`config.mk`:
```
export PLATFORM = sky130hd
export DESIGN_NAME = m4i_ctrl
export DESIGN_NICKNAME = d
export VERILOG_FILES = /design/src/sv/m4i_pkg.sv /design/src/sv/m4i_ctrl.sv
export SDC_FILE = /design/constraint.sdc
export NUM_CORES = 1
export LEC_CHECK = 0
export ABC_AREA = 1
export BUFFER_PORTS_ARGS = -buffer_cell sky130_fd_sc_hd__buf_4
export CORE_MARGIN = 1
export CORE_UTILIZATION = 30
export CTS_BUF_LIST = sky130_fd_sc_hd__clkbuf_2 sky130_fd_sc_hd__clkbuf_4 sky130_fd_sc_hd__clkbuf_8
export CTS_CLUSTER_SIZE = 16
export DETAILED_ROUTE_END_ITERATION = 8
export MAX_ROUTING_LAYER = met4
export PLACE_DENSITY = 0.51
export SLEW_MARGIN = 20
export SYNTH_ARGS = -nofsm -noshare
export SYNTH_HDL_FRONTEND = slang
export SYNTH_SLANG_ARGS = --single-unit
```
`constraint.sdc`:
```
create_clock -name clk -period 3 [get_ports clk]
set_clock_uncertainty 0.05 [all_clocks]
set_input_delay 0.6 -clock clk [delete_from_list [all_inputs] [get_ports clk]]
set_output_delay 0.6 -clock clk [all_outputs]
set_load 0.02 [all_outputs]
```
`src/sv/m4i_pkg.sv`:
```
`default_nettype none

package m4i_pkg;

  localparam int ELEM_WIDTH = 32;
  localparam int FRAC_BITS  = 16;
  localparam int WIDE_W     = 64;
  localparam int EPS_W      = 31;
  localparam int K_W        = 4;

  localparam logic signed [WIDE_W-1:0] WIDE_MAX = {1'b0, {(WIDE_W-1){1'b1}}};

  // micro step numbers of one cofactor (plus the determinant product)
  localparam logic [K_W-1:0] K_COF_LAST = 4'd8;
  localparam logic [K_W-1:0] K_DET_MUL  = 4'd9;

  // second multiplier operand source
  localparam logic [2:0] BSRC_ELEM = 3'd0;
  localparam logic [2:0] BSRC_T0   = 3'd1;
  localparam logic [2:0] BSRC_T1   = 3'd2;
  localparam logic [2:0] BSRC_T2   = 3'd3;
  localparam logic [2:0] BSRC_COF  = 3'd4;

  // accumulate destination
  localparam logic [2:0] DST_T  = 3'd0;
  localparam logic [2:0] DST_T0 = 3'd1;
  localparam logic [2:0] DST_T1 = 3'd2;
  localparam logic [2:0] DST_T2 = 3'd3;
  localparam logic [2:0] DST_S  = 3'd4;
  localparam logic [2:0] DST_D  = 3'd5;

  localparam logic [1:0] ACC_SET = 2'd0;
  localparam logic [1:0] ACC_ADD = 2'd1;
  localparam logic [1:0] ACC_SUB = 2'd2;

  typedef struct packed {
    logic [1:0]                   column_index;
    logic signed [ELEM_WIDTH-1:0] elem_x;
    logic signed [ELEM_WIDTH-1:0] elem_y;
    logic signed [ELEM_WIDTH-1:0] elem_z;
    logic signed [ELEM_WIDTH-1:0] elem_w;
    logic                         load_last;
  } in_item_t;

  typedef struct packed {
    logic [1:0]                   out_column;
    logic signed [ELEM_WIDTH-1:0] res_x;
    logic signed [ELEM_WIDTH-1:0] res_y;
    logic signed [ELEM_WIDTH-1:0] res_z;
    logic signed [ELEM_WIDTH-1:0] res_w;
    logic                         singular;
    logic                         overflowed;
    logic                         out_last;
  } out_item_t;

  typedef struct packed {
    logic [1:0] ai;
    logic [1:0] aj;
    logic [1:0] bi;
    logic [1:0] bj;
    logic [2:0] bsrc;
    logic [2:0] dst;
    logic [1:0] mode;
  } uop_t;

  typedef struct packed {
    logic           load;
    logic           rd;
    logic           mul_start;
    logic           acc;
    logic           chk;
    logic           div_start;
    logic           res_wr;
    logic           copy_rd;
    logic           copy_wr;
    logic           out_load;
    logic [K_W-1:0] k;
    logic [1:0]     cc;
    logic [1:0]     rr;
    logic [1:0]     col;
    logic [1:0]     row;
  } cmd_t;

  typedef struct packed {
    logic mul_done;
    logic div_done;
    logic singular;
    logic out_free;
  } sts_t;

  // 3x3 minor expanded along its first column, a[col][row]
  function automatic uop_t uop_of(input logic [K_W-1:0] k);
    uop_t u;
    u = '0;
    case (k)
      4'd0: begin
        u.ai = 2'd1; u.aj = 2'd1; u.bi = 2'd2; u.bj = 2'd2;
        u.bsrc = BSRC_ELEM; u.dst = DST_T; u.mode = ACC_SET;
      end
      4'd1: begin
        u.ai = 2'd2; u.aj = 2'd1; u.bi = 2'd1; u.bj = 2'd2;
        u.bsrc = BSRC_ELEM; u.dst = DST_T0; u.mode = ACC_SUB;
      end
      4'd2: begin
        u.ai = 2'd1; u.aj = 2'd0; u.bi = 2'd2; u.bj = 2'd2;
        u.bsrc = BSRC_ELEM; u.dst = DST_T; u.mode = ACC_SET;
      end
      4'd3: begin
        u.ai = 2'd2; u.aj = 2'd0; u.bi = 2'd1; u.bj = 2'd2;
        u.bsrc = BSRC_ELEM; u.dst = DST_T1; u.mode = ACC_SUB;
      end
      4'd4: begin
        u.ai = 2'd1; u.aj = 2'd0; u.bi = 2'd2; u.bj = 2'd1;
        u.bsrc = BSRC_ELEM; u.dst = DST_T; u.mode = ACC_SET;
      end
      4'd5: begin
        u.ai = 2'd2; u.aj = 2'd0; u.bi = 2'd1; u.bj = 2'd1;
        u.bsrc = BSRC_ELEM; u.dst = DST_T2; u.mode = ACC_SUB;
      end
      4'd6: begin
        u.ai = 2'd0; u.aj = 2'd0;
        u.bsrc = BSRC_T0; u.dst = DST_S; u.mode = ACC_SET;
      end
      4'd7: begin
        u.ai = 2'd0; u.aj = 2'd1;
        u.bsrc = BSRC_T1; u.dst = DST_S; u.mode = ACC_SUB;
      end
      4'd8: begin
        u.ai = 2'd0; u.aj = 2'd2;
        u.bsrc = BSRC_T2; u.dst = DST_S; u.mode = ACC_ADD;
      end
      4'd9: begin
        u.bsrc = BSRC_COF; u.dst = DST_D; u.mode = ACC_ADD;
      end
      default: begin
        u = '0;
      end
    endcase
    return u;
  endfunction

endpackage

`default_nettype wire

```
`src/sv/m4i_ctrl.sv`:
```
`default_nettype none

module m4i_ctrl
  import m4i_pkg::*;
(
  input  wire logic clk,
  input  wire logic rst_n,
  input  wire logic in_valid,
  input  wire logic in_last,
  output logic      in_stall,
  input  wire sts_t sts,
  output cmd_t      cmd
);

  localparam logic [3:0] ST_IDLE  = 4'd0;
  localparam logic [3:0] ST_RD    = 4'd1;
  localparam logic [3:0] ST_MUL   = 4'd2;
  localparam logic [3:0] ST_WAIT  = 4'd3;
  localparam logic [3:0] ST_CHK   = 4'd4;
  localparam logic [3:0] ST_DIV   = 4'd5;
  localparam logic [3:0] ST_DWAIT = 4'd6;
  localparam logic [3:0] ST_CPRD  = 4'd7;
  localparam logic [3:0] ST_CPWR  = 4'd8;
  localparam logic [3:0] ST_OUT   = 4'd9;

  logic [3:0]     state_r, state_nxt;
  logic [K_W-1:0] k_r, k_nxt;
  logic [1:0]     col_r, col_nxt;
  logic [1:0]     row_r, row_nxt;
  logic           inv_r, inv_nxt;

  always_comb begin
    state_nxt = state_r;
    k_nxt     = k_r;
    col_nxt   = col_r;
    row_nxt   = row_r;
    inv_nxt   = inv_r;
    cmd       = '0;
    cmd.k     = k_r;
    // determinant pass: cofactor of column 0, row r; inverse pass: remove column r, row c
    cmd.cc    = inv_r ? row_r : 2'd0;
    cmd.rr    = inv_r ? col_r : row_r;
    cmd.col   = col_r;
    cmd.row   = row_r;
    case (state_r)
      ST_IDLE: begin
        if (in_valid) begin
          cmd.load = 1'b1;
          if (in_last) begin
            state_nxt = ST_RD;
            k_nxt     = '0;
            col_nxt   = 2'd0;
            row_nxt   = 2'd0;
            inv_nxt   = 1'b0;
          end
        end
      end
      ST_RD: begin
        cmd.rd    = 1'b1;
        state_nxt = ST_MUL;
      end
      ST_MUL: begin
        cmd.mul_start = 1'b1;
        state_nxt     = ST_WAIT;
      end
      ST_WAIT: begin
        if (sts.mul_done) begin
          cmd.acc = 1'b1;
          if (inv_r && k_r == K_COF_LAST) begin
            state_nxt = ST_DIV;
          end else if (!inv_r && k_r == K_DET_MUL) begin
            k_nxt = '0;
            if (row_r == 2'd3) begin
              state_nxt = ST_CHK;
            end else begin
              row_nxt   = row_r + 2'd1;
              state_nxt = ST_RD;
            end
          end else begin
            k_nxt     = k_r + 1'b1;
            state_nxt = ST_RD;
          end
        end
      end
      ST_CHK: begin
        cmd.chk = 1'b1;
        row_nxt = 2'd0;
        col_nxt = 2'd0;
        k_nxt   = '0;
        if (sts.singular) begin
          state_nxt = ST_CPRD;
        end else begin
          inv_nxt   = 1'b1;
          state_nxt = ST_RD;
        end
      end
      ST_DIV: begin
        cmd.div_start = 1'b1;
        state_nxt     = ST_DWAIT;
      end
      ST_DWAIT: begin
        if (sts.div_done) begin
          cmd.res_wr = 1'b1;
          k_nxt      = '0;
          if (row_r == 2'd3) begin
            row_nxt = 2'd0;
            if (col_r == 2'd3) begin
              col_nxt   = 2'd0;
              state_nxt = ST_OUT;
            end else begin
              col_nxt   = col_r + 2'd1;
              state_nxt = ST_RD;
            end
          end else begin
            row_nxt   = row_r + 2'd1;
            state_nxt = ST_RD;
          end
        end
      end
      ST_CPRD: begin
        cmd.copy_rd = 1'b1;
        state_nxt   = ST_CPWR;
      end
      ST_CPWR: begin
        cmd.copy_wr = 1'b1;
        if (col_r == 2'd3) begin
          col_nxt   = 2'd0;
          state_nxt = ST_OUT;
        end else begin
          col_nxt   = col_r + 2'd1;
          state_nxt = ST_CPRD;
        end
      end
      ST_OUT: begin
        if (sts.out_free) begin
          cmd.out_load = 1'b1;
          if (col_r == 2'd3) begin
            col_nxt   = 2'd0;
            state_nxt = ST_IDLE;
          end else begin
            col_nxt = col_r + 2'd1;
          end
        end
      end
      default: state_nxt = ST_IDLE;
    endcase
  end

  always_ff @(posedge clk) begin
    if (!rst_n) begin
      state_r <= ST_IDLE;
      k_r     <= '0;
      col_r   <= 2'd0;
      row_r   <= 2'd0;
      inv_r   <= 1'b0;
    end else begin
      state_r <= state_nxt;
      k_r     <= k_nxt;
      col_r   <= col_nxt;
      row_r   <= row_nxt;
      inv_r   <= inv_nxt;
    end
  end

  assign in_stall = (state_r != ST_IDLE);

endmodule

`default_nettype wire

```
; Word-level counts from Yosys, hierarchy flattened
; Cells that the tools add are included.
[totals]
ff_bits = 13
in_bits = 8
output_inout_bits = 23
word_cells = 100
[op_classes]
addsub = 3
n_eq_ne = 24
n_mux = 55
n_reduce_logical = 13
[op_table]
columns = cell, n
row1 = $mux W4, 17
row2 = $pmux W4 S10, 1
row3 = $mux W2, 14
row4 = $ne A2 B2 Y1 const B, 11
row5 = $reduce_and A6 Y1, 3
row6 = $mux W1, 17
row7 = $eq A4 B3 Y1 const B, 4
row8 = $eq A4 B4 Y1 const B, 4
row9 = $pmux W4 S4, 1
row10 = $pmux W2 S5, 1
row11 = $eq A4 B2 Y1 const B, 2
row12 = $pmux W2 S4, 1
row13 = $reduce_and A8 Y1, 1
row14 = $reduce_bool A4 Y1, 2
row15 = $mux W3, 2
row16 = $reduce_bool A5 Y1, 1
row17 = $add A2 B1 Y2 const B, 2
row18 = $add A4 B1 Y4 const B, 1
row19 = $eq A2 B2 Y1 const B, 2
row20 = $eq A4 B1 Y1 const B, 1
row21 = $logic_not A4 Y1, 1
row22 = $reduce_and A4 Y1, 1
row23 = $logic_and A1 B1 Y1, 2
row24 = $pmux W1 S2, 1
row25 = 2 further kinds, 2

; Longest topological paths before layout
[depth]
word_depth = 6
mapped_depth = 12
depth_no_buf = 12

; Worst setup path before layout
; No wires, ideal clock.
[synth_timing]
path_kind = reg-to-output
start = register state_r[0]
end = output port cmd[21] in the netlist's numbering
arrival_time_ps = 1113
t_required_ps = 2350
path_slack_ps = 1237
path_stages_with_launch = 5
path_buffers = 1
path_cell_list = dfxtp_1 buf_6 nor2_2 nand2_1 nor2_1
[synth_rtl]
columns = element, line
row1 = start: declaration, m4i_ctrl.sv:26  ; logic [3:0] state_r, state_nxt;
row2 = start signal: assignment, m4i_ctrl.sv:157  ; state_r <= state_nxt;
row3 = end: declaration, m4i_ctrl.sv:12  ; output cmd_t cmd

==> run_results.csv <==
group,metric,value,unit
synth,synth_warnings,0,
timing,clock.fmax,481,MHz
routing,viasPerCell,4.41,
place,dp.cells,262,
floorplanning,start_util,31.5,%
grt,grt_pass1_vias,1086,
floorplanning,coreArea,0.00369,sq mm
synth,synth_top_family_by_area,"simple AND/OR/NAND/NOR gates",
place,place_area,0.00143,sq mm
cells_and_area,diodes,0,
synth,ys_types,25,
timing,final.period_utilization,69.2,%
critical_path,slowest_stage,"dfxtp_1",
min_path,worst_hold_path_type,"reg -> reg",
cells_and_area,final_cells,266,
critical_path,crit_buf_inv,2,
grt,grt_first_pass_wirelength,5.02,mm
synth,synth-compound-area-share,7.42,%
power_and_ir_drop,clkPwrFrac,18.1,%
floorplanning,io_pins,31,
synth,synth_edf_count,0,
synth,synth_top_cell_area_share,22.4,%
power_and_ir_drop,p_switching,0.449,mW
clock_tree,cts_root_buf,"clkbuf_8",
routing,wl_met1,1.45,mm
timing,final_hold_viol_count,0,
synth,synth_flop_cell,"dfxtp_1",
cells_and_area,nNetsFinal,232,
power_and_ir_drop,ir_worst_vdd,0.288,mV
timing,period_needed,2.08,ns
timing,worst_pin_slew,0.362,ns
critical_path,max_stage_delay,0.53,ns
clock_tree,clock_latency,0.25,ns
routing,wl_met2,1.35,mm
grt,grt_max_degree,9,
place,routabilityCongestion,0.825,
critical_path,path_class,"reg -> out",
critical_path,crit_family,"flip-flops",
clock_tree,cts_num_sinks,13,
routing,drtAntennaViolNets,0,
synth,ys_seq_elements,13,
synth,synth_area_per_cell,6.22,sq um
timing,final.setup.worst_slack,0.923,ns
timing,drv_slew,0,
routing,vias,1172,
clock_tree,post-cts-setup-buffer-count,0,
clock_tree,cts_buffer_depth,2,
routing,dr.first_iter.drc_count,48,
synth,synth_simple_gate_area_share,52.9,%
run,max-cap-violations,0,
power_and_ir_drop,totalPowerFinal,0.960,mW
power_and_ir_drop,p_seq_share,28.1,%
clock_tree,cts-htree-levels,1,
routing,drt-total-wl,2.95,mm
power_and_ir_drop,power_density,652,mW/mm^2
cells_and_area,layout-drive-gt1-share,27.5,%
clock_tree,cts_hold_buf,0,
routing,wl_met3,130,um
critical_path,critical_path.max_fanout,8,
outcome,status,"finished clean",
cells_and_area,utilization,40.0,%
place,hpwl,2.47,mm
synth,yosysSeqAreaShare,22.4,%
routing,highest_layer,"met4",
timing,relSlewSlack,75.8,%
synth,synthMuxAreaShare,0,%
grt,overflow,0,
synth,synth_top_cells_by_area,"dfxtp_1 (22%), nand2_1 (18%), inv_1 (7.4%)",
floorplanning,die_w,64.3,um
floorplanning,die-area,0.00413,sq mm
critical_path,crit_path_end_kind,"output port",
critical_path,startpoint_type,"register",
routing,wl_per_cell,11.1,um
cells_and_area,nFillCells,425,
critical_path,worstPathRequired,2.35,ns
synth,synth_nets,200,
timing,final.setup.tns,0,ns
power_and_ir_drop,p_sw_share,46.7,%
critical_path,crit_arrival,1.43,ns
synth,synth-xor-area-share,1.51,%
timing,holdWs,0.456,ns
critical_path,crit_top_cell,"nor2_1",
clock_tree,clk_pin_slew,0.06,ns
synth,synth-adder-area-share,5.38,%
place,pre_cts_slack,1.20,ns
floorplanning,row_count,22,
synth,netlist_area,0.00116,sq mm
timing,setup_violations,0,
power_and_ir_drop,p_int,0.511,mW
power_and_ir_drop,comb_power_share,53.8,%
synth,async_flop_share,0,%
floorplanning,die_h,64.3,um
routing,route.detailed.drc,0,
place,port_buffers,30,
routing,drt_first_pass_iters,4,
clock_tree,post_cts_resized,0,
clock_tree,cts-buffers-inserted,3,
critical_path,worstPathCellList,"inv_1, nor2_1, nand2_1, nor2_1, buf_4",
clock_tree,cts_tree,"yes",
synth,yosys.area.top_type,"dfxtp_1",
synth,synthCells,187,
timing,rsz0062_at_grt,"no",
grt,antenna_found_initial,0,
grt,grt.total_usage,16.0,%
power_and_ir_drop,p_leak,0.803,nW
cells_and_area,syn_to_final_growth,26.7,%
cells_and_area,design_area,0.00147,sq mm
[tightest hold or removal path, stage by stage (launching register included)]
cell,delay [ns]
dfxtp_1,0.33
nand2_1,0.07
a21oi_1,0.05
[kinds of logic (layout without fill, tap and decap cells)]
group                      count (synthesis)  count (layout)
adders and majority gates                  5               5
xor gates and xnor gates                   2               2
AOI/OAI and AO/OA                         17              17
DFF                                       13              13
and+or+nand+nor                          121             121
buffers and inverters                     29              60
[per-layer routing]
| layer | global-route usage [%] | up-vias |
|---|---|---|
| met5 | - | - |
| met4 | 4.17 | 0 |
| met3 | 3.04 | 4 |
| met2 | 25.1 | 24 |
| met1 | 21.0 | 498 |
| li1 | - | 646 |
[power groups by stage]
stage	Clock (mW)	Combinational [mW]	Sequential [mW]
global placement	0	0.525	0.276
global route	0.186	0.584	0.278
CTS	0.178	0.525	0.269
floorplan	0	0.372	0.274
finish	0.174	0.517	0.270
detailed placement	0	0.523	0.273
[synthesized netlist by cell type (all sizes together) (2+ instances only)]
| library cell | count |
|---|---|
| nor3 | 2 |
| inv | 26 |
| dfxtp | 13 |
| nand4 | 3 |
| nor2 | 30 |
| nand2 | 68 |
| buf | 2 |
| o21ai | 4 |
| a21oi | 12 |
| ha | 5 |
| nand3 | 17 |
[flip-flops by register name, indices dropped and copies added, names as in the netlist]
signal and cells:
inv_r 1, state_r 4, row_r 2, k_r 4, col_r 2
[path summary, 6_finish.rpt]
path / slack, ns / depth (start not counted) / from / to
setup / recovery: 0.92 / 5 / state_r[0]$_SDFFE_PN0P_ / cmd[12]
hold / removal: 0.46 / 2 / col_r[1]$_SDFFE_PN0P_ / col_r[1]$_SDFFE_PN0P_
setup reg to reg: 1.36 / 8 / state_r[0]$_SDFFE_PN0P_ / state_r[3]$_SDFFE_PN0P_
hold reg to reg: 0.46 / 2 / col_r[1]$_SDFFE_PN0P_ / col_r[1]$_SDFFE_PN0P_
[area by class of cell]
type / count / area [sq um] / area share (%)
tap: 48 / 60.1 / 4.07
timing repair buffer: 30 / 225 / 15.3
inverter: 26 / 97.6 / 6.62
multi-input combinational: 145 / 782 / 53.1
sequential: 13 / 260 / 17.7
clock buffer: 4 / 48.8 / 3.31
[cells in the final DEF (no fill, tap or decap), types with 5 or more instances in the layout]
| master | instances |
|---|---|
| nand2_1 | 57 |
| buf_4 | 30 |
| inv_1 | 23 |
| nor2_1 | 22 |
| nand3_1 | 13 |
| dfxtp_1 | 13 |
| a21oi_1 | 12 |
| nand2_2 | 8 |
| nor2_4 | 6 |
| ha_1 | 5 |
Power figures use the tool's default switching activity.
